--- src/design/gpio_mux_pkg.sv ---
// Package for the GPIO pin mux with overrides: command and override codes,
// function select codes, transaction layouts and the override helper.
// No dependencies.
`timescale 1ns / 1ps

package gpio_mux_pkg;

    // Pins carried on the all-pins result buses.
    localparam int BUS_PINS     = 30;
    localparam int NUM_PINS_DEF = 30;
    localparam int NUM_DRIVERS  = 4;
    localparam int PIN_W        = 5;
    localparam int FUNC_W       = 5;

    typedef enum logic [2:0] {
        CMD_QUERY     = 3'd0,
        CMD_FUNCSEL   = 3'd1,
        CMD_PULLS     = 3'd2,
        CMD_OVERRIDES = 3'd3,
        CMD_DRV_OUT   = 3'd4,
        CMD_DRV_OE    = 3'd5,
        CMD_EXT_SET   = 3'd6,
        CMD_EXT_CLR   = 3'd7
    } cmd_t;

    typedef enum logic [1:0] {
        OVR_NORMAL = 2'd0,
        OVR_INVERT = 2'd1,
        OVR_LOW    = 2'd2,
        OVR_HIGH   = 2'd3
    } ovr_t;

    // Driver slots, in the order the driver field encodes them.
    localparam logic [1:0] DRV_SIO  = 2'd0;
    localparam logic [1:0] DRV_PIO0 = 2'd1;
    localparam logic [1:0] DRV_PIO1 = 2'd2;
    localparam logic [1:0] DRV_PWM  = 2'd3;

    localparam logic [FUNC_W-1:0] FUNC_PWM  = 5'd4;
    localparam logic [FUNC_W-1:0] FUNC_SIO  = 5'd5;
    localparam logic [FUNC_W-1:0] FUNC_PIO0 = 5'd6;
    localparam logic [FUNC_W-1:0] FUNC_PIO1 = 5'd7;
    localparam logic [FUNC_W-1:0] FUNC_NONE = 5'd31;

    // Command transaction, first field in the highest bits.
    typedef struct packed {
        ovr_t              irq_override;
        ovr_t              in_override;
        ovr_t              oe_override;
        ovr_t              out_override;
        logic              pull_dn;
        logic              pull_up;
        logic [FUNC_W-1:0] function_select;
        logic              value_bit;
        logic [1:0]        driver;
        logic [PIN_W-1:0]  pin;
        cmd_t              cmd;
    } cmd_item_t;

    // Result transaction, first field in the highest bits.
    typedef struct packed {
        logic [BUS_PINS-1:0] all_function_inputs;
        logic [BUS_PINS-1:0] all_pin_levels;
        logic                interrupt_level;
        logic                function_input_level;
        logic                pin_level;
        logic                pad_out_level;
        logic                pad_drive_enable;
        logic                pin_valid;
    } result_t;

    // Per-pin override set, stored as written by the overrides command.
    typedef struct packed {
        ovr_t irq_ovr;
        ovr_t in_ovr;
        ovr_t oe_ovr;
        ovr_t out_ovr;
    } pin_ovr_t;

    localparam int CMD_ITEM_W = $bits(cmd_item_t);
    localparam int RESULT_W   = $bits(result_t);
    localparam int S_DATA_W   = ((CMD_ITEM_W + 7) / 8) * 8;
    localparam int M_DATA_W   = ((RESULT_W + 7) / 8) * 8;

    function automatic logic apply_ovr(input ovr_t code, input logic v);
        logic r;
        case (code)
            OVR_INVERT: r = ~v;
            OVR_LOW:    r = 1'b0;
            OVR_HIGH:   r = 1'b1;
            default:    r = v;
        endcase
        return r;
    endfunction

endpackage

--- src/design/gpio_pin_mux_override.sv ---
// GPIO bank with per-pin function mux, pulls, external drive and overrides.
// Depends on gpio_mux_pkg.
`timescale 1ns / 1ps

// Usage
//   Slave channel (s_t*): one command per transaction (query, function select,
//   pulls, overrides, driver output bit, driver output-enable bit, set or clear
//   external drive). Commands addressing a pin at or above NUM_PINS change
//   nothing and report zeros for the addressed-pin fields.
//   Master channel (m_t*): exactly one result transaction per command: the
//   addressed pin's pad enable, pad output, level, function input and
//   interrupt level after the update, plus the level and function input of
//   pins 0 to 29.
//   Throughput: one command per cycle while m_tready stays high. The state
//   update happens at the accepting edge, which also loads the command stage;
//   all pins then resolve in parallel into the result register, which drives
//   m_tdata.
//   Stall: the result register holds while m_tready is low; the command stage
//   behind it holds too, and s_tready drops only when both are full, so no
//   state changes while a command waits.
//   Reset (aresetn low, synchronous): both stages empty, every pin gets no
//   function, no pulls, normal overrides, no external drive; driver bits clear.
module gpio_pin_mux_override
    import gpio_mux_pkg::*;
#(
    parameter int NUM_PINS = NUM_PINS_DEF
) (
    input  logic                aclk,
    input  logic                aresetn,
    // s_tdata, from bit 0: cmd[2:0], pin[7:3], driver[9:8], value_bit[10],
    // function_select[15:11], pull_up[16], pull_dn[17], out_override[19:18],
    // oe_override[21:20], in_override[23:22], irq_override[25:24], zero fill
    input  logic                s_tvalid,
    output logic                s_tready,
    input  logic [S_DATA_W-1:0] s_tdata,
    // m_tdata, from bit 0: pin_valid[0], pad_drive_enable[1], pad_out_level[2],
    // pin_level[3], function_input_level[4], interrupt_level[5],
    // all_pin_levels[35:6], all_function_inputs[65:36], zero fill
    output logic                m_tvalid,
    input  logic                m_tready,
    output logic [M_DATA_W-1:0] m_tdata
);

    cmd_item_t item;
    logic      accept;
    logic      advance;

    // Command stage: only the pin number travels on; the update is already in
    // the state registers once the command is accepted.
    logic             cmd_vld_reg;
    logic             cmd_vld_next;
    logic [PIN_W-1:0] pin_reg;

    // Result stage
    logic    res_vld_reg;
    logic    res_vld_next;
    result_t res_reg;
    result_t res_next;

    // Pin and driver state
    logic [FUNC_W-1:0]   func_reg    [NUM_PINS];
    pin_ovr_t            ovr_reg     [NUM_PINS];
    logic [NUM_PINS-1:0] pull_up_reg;
    logic [NUM_PINS-1:0] pull_dn_reg;
    logic [NUM_PINS-1:0] ext_drv_reg;
    logic [NUM_PINS-1:0] ext_lvl_reg;
    logic [NUM_PINS-1:0] drv_out_reg [NUM_DRIVERS];
    logic [NUM_PINS-1:0] drv_oe_reg  [NUM_DRIVERS];

    // Per-pin resolved values
    logic [NUM_PINS-1:0] pad_en;
    logic [NUM_PINS-1:0] pad_out;
    logic [NUM_PINS-1:0] level;
    logic [NUM_PINS-1:0] fn_in;
    logic [NUM_PINS-1:0] irq_lvl;

    assign item = cmd_item_t'(s_tdata[CMD_ITEM_W-1:0]);

    // Handshake: the command stage moves on when the result register is free
    // or being emptied; accept a new command whenever the command stage will
    // be free at this edge.
    assign advance      = cmd_vld_reg && (!res_vld_reg || m_tready);
    assign s_tready     = !cmd_vld_reg || advance;
    assign accept       = s_tvalid && s_tready;
    assign cmd_vld_next = accept || (cmd_vld_reg && !advance);
    assign res_vld_next = advance || (res_vld_reg && !m_tready);

    always_ff @(posedge aclk) begin
        if (!aresetn) begin
            cmd_vld_reg <= 1'b0;
            res_vld_reg <= 1'b0;
        end else begin
            cmd_vld_reg <= cmd_vld_next;
            res_vld_reg <= res_vld_next;
        end
    end

    always_ff @(posedge aclk) begin
        if (accept) begin
            pin_reg <= item.pin;
        end
        if (advance) begin
            res_reg <= res_next;
        end
    end

    // Apply the accepted command to the addressed pin; out-of-range pins
    // match no slot and so change nothing.
    always_ff @(posedge aclk) begin
        if (!aresetn) begin
            for (int i = 0; i < NUM_PINS; i++) begin
                func_reg[i] <= FUNC_NONE;
                ovr_reg[i]  <= '{OVR_NORMAL, OVR_NORMAL, OVR_NORMAL, OVR_NORMAL};
            end
            pull_up_reg <= '0;
            pull_dn_reg <= '0;
            ext_drv_reg <= '0;
            ext_lvl_reg <= '0;
            for (int d = 0; d < NUM_DRIVERS; d++) begin
                drv_out_reg[d] <= '0;
                drv_oe_reg[d]  <= '0;
            end
        end else if (accept) begin
            for (int i = 0; i < NUM_PINS; i++) begin
                if (item.pin == PIN_W'(i)) begin
                    unique case (item.cmd)
                        CMD_FUNCSEL: begin
                            func_reg[i] <= item.function_select;
                        end
                        CMD_PULLS: begin
                            pull_up_reg[i] <= item.pull_up;
                            pull_dn_reg[i] <= item.pull_dn;
                        end
                        CMD_OVERRIDES: begin
                            ovr_reg[i] <= '{item.irq_override, item.in_override,
                                            item.oe_override, item.out_override};
                        end
                        CMD_DRV_OUT: begin
                            drv_out_reg[item.driver][i] <= item.value_bit;
                        end
                        CMD_DRV_OE: begin
                            drv_oe_reg[item.driver][i] <= item.value_bit;
                        end
                        CMD_EXT_SET: begin
                            ext_drv_reg[i] <= 1'b1;
                            ext_lvl_reg[i] <= item.value_bit;
                        end
                        CMD_EXT_CLR: begin
                            // keep the stored external level
                            ext_drv_reg[i] <= 1'b0;
                        end
                        default: begin
                        end
                    endcase
                end
            end
        end
    end

    // Resolve every pin in parallel: function mux, pad overrides, then the
    // level priority pad > external > pull-up > pull-down > low.
    always_comb begin
        logic sel_oe;
        logic sel_out;
        for (int i = 0; i < NUM_PINS; i++) begin
            unique case (func_reg[i])
                FUNC_SIO: begin
                    sel_oe  = drv_oe_reg[DRV_SIO][i];
                    sel_out = drv_out_reg[DRV_SIO][i];
                end
                FUNC_PIO0: begin
                    sel_oe  = drv_oe_reg[DRV_PIO0][i];
                    sel_out = drv_out_reg[DRV_PIO0][i];
                end
                FUNC_PIO1: begin
                    sel_oe  = drv_oe_reg[DRV_PIO1][i];
                    sel_out = drv_out_reg[DRV_PIO1][i];
                end
                FUNC_PWM: begin
                    sel_oe  = drv_oe_reg[DRV_PWM][i];
                    sel_out = drv_out_reg[DRV_PWM][i];
                end
                default: begin
                    sel_oe  = 1'b0;
                    sel_out = 1'b0;
                end
            endcase
            pad_en[i]  = apply_ovr(ovr_reg[i].oe_ovr, sel_oe);
            pad_out[i] = apply_ovr(ovr_reg[i].out_ovr, sel_out);
            if (pad_en[i]) begin
                level[i] = pad_out[i];
            end else if (ext_drv_reg[i]) begin
                level[i] = ext_lvl_reg[i];
            end else if (pull_up_reg[i]) begin
                level[i] = 1'b1;
            end else if (pull_dn_reg[i]) begin
                level[i] = 1'b0;
            end else begin
                level[i] = 1'b0;
            end
            fn_in[i]   = apply_ovr(ovr_reg[i].in_ovr, level[i]);
            irq_lvl[i] = apply_ovr(ovr_reg[i].irq_ovr, level[i]);
        end
    end

    // Bus fields cover pins 0..BUS_PINS-1; bits for absent pins read zero.
    logic [BUS_PINS-1:0] bus_lvl;
    logic [BUS_PINS-1:0] bus_fn;

    for (genvar b = 0; b < BUS_PINS; b++) begin : g_bus
        if (b < NUM_PINS) begin : g_pin
            assign bus_lvl[b] = level[b];
            assign bus_fn[b]  = fn_in[b];
        end else begin : g_none
            assign bus_lvl[b] = 1'b0;
            assign bus_fn[b]  = 1'b0;
        end
    end

    // Pick the addressed pin; an out-of-range pin leaves the addressed-pin fields zero.
    always_comb begin
        res_next                     = '0;
        res_next.all_pin_levels      = bus_lvl;
        res_next.all_function_inputs = bus_fn;
        for (int i = 0; i < NUM_PINS; i++) begin
            if (pin_reg == PIN_W'(i)) begin
                res_next.pin_valid            = 1'b1;
                res_next.pad_drive_enable     = pad_en[i];
                res_next.pad_out_level        = pad_out[i];
                res_next.pin_level            = level[i];
                res_next.function_input_level = fn_in[i];
                res_next.interrupt_level      = irq_lvl[i];
            end
        end
    end

    assign m_tvalid = res_vld_reg;
    assign m_tdata  = {{(M_DATA_W - RESULT_W){1'b0}}, res_reg};

endmodule
--- config.mk ---
export PLATFORM = sky130hd
export DESIGN_NAME = gpio_pin_mux_override
export DESIGN_NICKNAME = d
export VERILOG_FILES = /design/src/design/gpio_mux_pkg.sv /design/src/design/gpio_pin_mux_override.sv
export SDC_FILE = /design/constraint.sdc
export NUM_CORES = 1
export LEC_CHECK = 0
export BUFFER_PORTS_ARGS = -buffer_cell sky130_fd_sc_hd__buf_2
export CAP_MARGIN = 20
export CORE_UTILIZATION = 49
export CTS_BUF_LIST = sky130_fd_sc_hd__clkbuf_4 sky130_fd_sc_hd__clkbuf_8
export CTS_CLUSTER_DIAMETER = 100
export CTS_CLUSTER_SIZE = 24
export DETAILED_ROUTE_END_ITERATION = 8
export GPL_TIMING_DRIVEN = 0
export PLACE_DENSITY = 0.65
export SLEW_MARGIN = 10
export SYNTH_ARGS = -nofsm -noshare
export SYNTH_HDL_FRONTEND = slang
export SYNTH_SLANG_ARGS = --single-unit
--- constraint.sdc ---
create_clock -name aclk -period 10.9 [get_ports aclk]
set_input_delay 2.18 -clock aclk [delete_from_list [all_inputs] [get_ports aclk]]
set_output_delay 2.18 -clock aclk [all_outputs]
set_load 0.03 [all_outputs]
==> key figures <==
Worst setup path
  • Nature of the critical path startpoint: primary input
  • Worst R2R Path Depth: 9
  • CP peak stage delay: 1030 ps
  • WP data required: 11240 ps
  • Crit path buf inv count: 5
  • Slowest cell on crit path: nor2_1
  • Critical Path End Type: register
  • Critical path class: primary input to register
  • Kind of cell adding the most delay to the critical path: buffers and inverters
  • Most used cell along the critical path: clkbuf_1
  • Levels on crit path: 6
  • Crit path cell chain: clkbuf_1, inv_1, clkbuf_1, nor2_1, clkbuf_1, inv_1
  • Max FO, Critical Path: 12
  • Worst Path Arrival: 5610 ps

Synth
  • Synthesized cell area: 35800 um^2
  • Synth cell types: 94
  • Async S/R FF share, synth: 0%
  • Seq/Total Area, Yosys: 63.9%
  • Synth area leader: edfxtp_1
  • Top cells by area, synth: edfxtp_1 (59%), nor2_1 (5.7%), dfxtp_1 (5.1%)
  • Synth top area share: between 50% and 60%
  • Number of synthesis warnings: 0
  • Register bit total from synthesis: 793
  • Mean Syn Cell Area: 11.8 um^2
  • Synth Flop Type: edfxtp_1
  • EDFF count, synth: 701
  • Syn Inst Count: 3041

Clocking
  • Clock transition at path regs: 150 ps
  • # resized after CTS: 0
  • TritonCTS sink count: 793
  • Clk_lat worst skew: 730 ps
  • CTS Root Cell: clkbuf_8
  • Post CTS Setup Buffer Count: 0
  • Num CTS Buffers: 39
  • Hold_buf cts: 0
  • H-tree levels: 2
  • CTS tree: done
  • Max clock buf depth: 3

STA
  • Final hold vios: 0
  • Slew @ Worst Pin: approximately 1300 ps
  • Final setup fails: 0
  • Setup tns final: 0 ps
  • Max Freq: 0.190 GHz
  • Clk_skew: 34.9 ps
  • Slew Limit Fails: 0
  • Unrepaired setup endpoints after global routing: no
  • Min Clock Period, post-route: approximately 5300 ps
  • Final Cycle Share: 48.4%
  • Slew headroom: 15.4%

Placed design
  • Port bufs: 93
  • Placed cell area: 37700 um^2
  • Final HPWL DP: 92300 um
  • GP Congestion: 1.02

Global route
  • First-pass GRT wire length: about 170000 um
  • Global routing usage on met3: roughly 6.3%
  • Initial antenna violation count: 5
  • Pin count of the biggest net entering global routing: 33
  • Gr busiest metal: met2
  • Met2 Use GR: 51.1%
  • GRT Total Usage: 32.7%
  • Vias in the first global route: around 25k
  • Overflow after GRT: 0
  • Met1 GRT Util: 45.4%

Floorplan
  • Core ar.: 71900 um^2
  • Die Y: 272 um
  • Initial Utilization: 49.9%
  • Die X: 272 um
  • DIE AREA: 74200 um^2
  • Num rows: 98
  • # IOs: 110

Cells and area
  • # nets final: ~3.2k
  • Max reg flops: 240
  • Cell area after layout: 38500 um^2
  • Final Util: 53.6%
  • Area delta synth->final: 7.51%
  • Share of post-route cells with drive strength above 1: under 10%
  • Filler cells: about 6.3k

Power and ir drop
  • Leakage: 12.7 nW
  • PwrDens: roughly 140 nW/um^2
  • Worst VDD drop: 100 uV

Routing
  • Vias per std cell: 6.41
  • Drt first-iter violations: 3835
  • ANT nets after route: 0
  • Drt drc: 0
  • DR vias: 26.8k
  • DR pass1 iterations: 6
  • Routed WL: 122000 um
  • WL/cell: 29.2 um

Run
  • Max-cap check violation count: 0

Hold path
  • Hold WC Path Type: register to register
  • Hold path depth: 2

Run status
  • Outcome: completed
## Yosys cell counts (5+ instances only)
cell,number
o21ai_0,312
a21oi_1,136
xnor2_1,21
edfxtp_1,701
a311oi_1,10
a32oi_1,7
o211ai_1,13
nand4_1,28
nor3_1,26
clkbuf_1,162
a211oi_2,6
mux2_2,19
mux4_2,58
nor4_1,8
and2_1,14
a21o_1,12
o221ai_1,5
and3_1,14
nand2_1,294
a211oi_1,20
nor3b_1,6
a211o_1,5
nand3_1,69
a22oi_1,7
or3_1,12
nand2b_1,13
a31oi_1,37
and3b_1,10
mux2i_1,51
a21boi_0,5
buf_1,6
nand3b_1,6
nor4b_1,59
o22ai_1,13
buf_4,6
xor2_1,61
inv_1,50
nor2_1,548
nor2b_1,23
dfxtp_1,92
## worst min-delay path, stage by stage (launching register included)
cell,delay (ps)
dfxtp_1,340
nand2_1,60
a21oi_1,50
## cells by family after synthesis
group,share of synthesized area [%]
buffers and inverters,2.44
xor gates and xnor gates,2.10
DFF,63.9
AOI/OAI and AO/OA,10.7
other,0.0105
and+or+nand+nor,15.0
muxes,5.85
## cells in the final DEF, fill, tap and decap left out, drive strengths merged, types with 17 or more instances in the layout
master / instances
buf: 123
edfxtp: 701
nor2b: 23
nand4: 28
nor2: 549
mux2: 20
clkbuf: 240
o21ai: 312
xnor2: 21
mux4: 60
a211oi: 26
xor2: 63
dfxtp: 92
and2: 17
nand2: 294
nor3: 29
inv: 50
nor4b: 62
nand3: 69
a31oi: 37
mux2i: 51
a21oi: 136
## final cells by class
class	count	area (um^2)	share of cell area (%)
Clock inverter	2	32.5	0.0845
Sequential cell	793	22900	59.4
Buffer	176	686	1.78
Inverter	50	188	0.487
Timing Repair Buffer	118	662	1.72
Multi-Input combinational cell	2027	12100	31.4
Antenna cell	1	2.50	0.00650
Clock buffer	69	774	2.01
Tap cell	950	1190	3.09
## layer usage
layer / share of wire (%) / vias to the layer above
met5: 0.032 / -
met4: 4.2 / 6
met3: 11 / 281
met2: 45 / 1720
met1: 39 / 13300
li1: - / 11500
## metrics by stage
stage | hold slack (ps) | worst slack [ps] | power [mW] | std cells
after floorplan | 436 | 5210 | 3.92 | 3046
after global placement | 446 | 3990 | 4.16 | 4089
after detailed placement | 456 | 5020 | 4.18 | 4105
after CTS | 474 | 5770 | 5.52 | 4176
after global routing | 498 | 5640 | 5.67 | 4186
final | 476 | 5630 | 5.54 | 4186
## path summary, 6_finish.rpt
kind / endpoint / start / slack (ps)
hold / removal: ext_lvl_reg[22]$_SDFFE_PN0P_ / ext_lvl_reg[22]$_SDFFE_PN0P_ / 480
hold reg to reg: ext_lvl_reg[22]$_SDFFE_PN0P_ / ext_lvl_reg[22]$_SDFFE_PN0P_ / 480
setup reg to reg: m_tdata[3]$_DFFE_PP_ / func_reg[1][6]$_SDFFCE_PN1P_ / 6790
setup / recovery: func_reg[1][53]$_DFFE_PP_ / aresetn / 5630
## power by group
| part | internal [mW] | leakage (nW) | switching, mW |
|---|---|---|---|
| sequential | 3.46 | 7.56 | 0.0714 |
| combinational | 0.161 | 4.69 | 0.434 |
| clock | 0.457 | 0.437 | 0.949 |
| total | 4.08 | 12.7 | 1.45 |
Note: power is estimated with default switching activity, not from simulation.
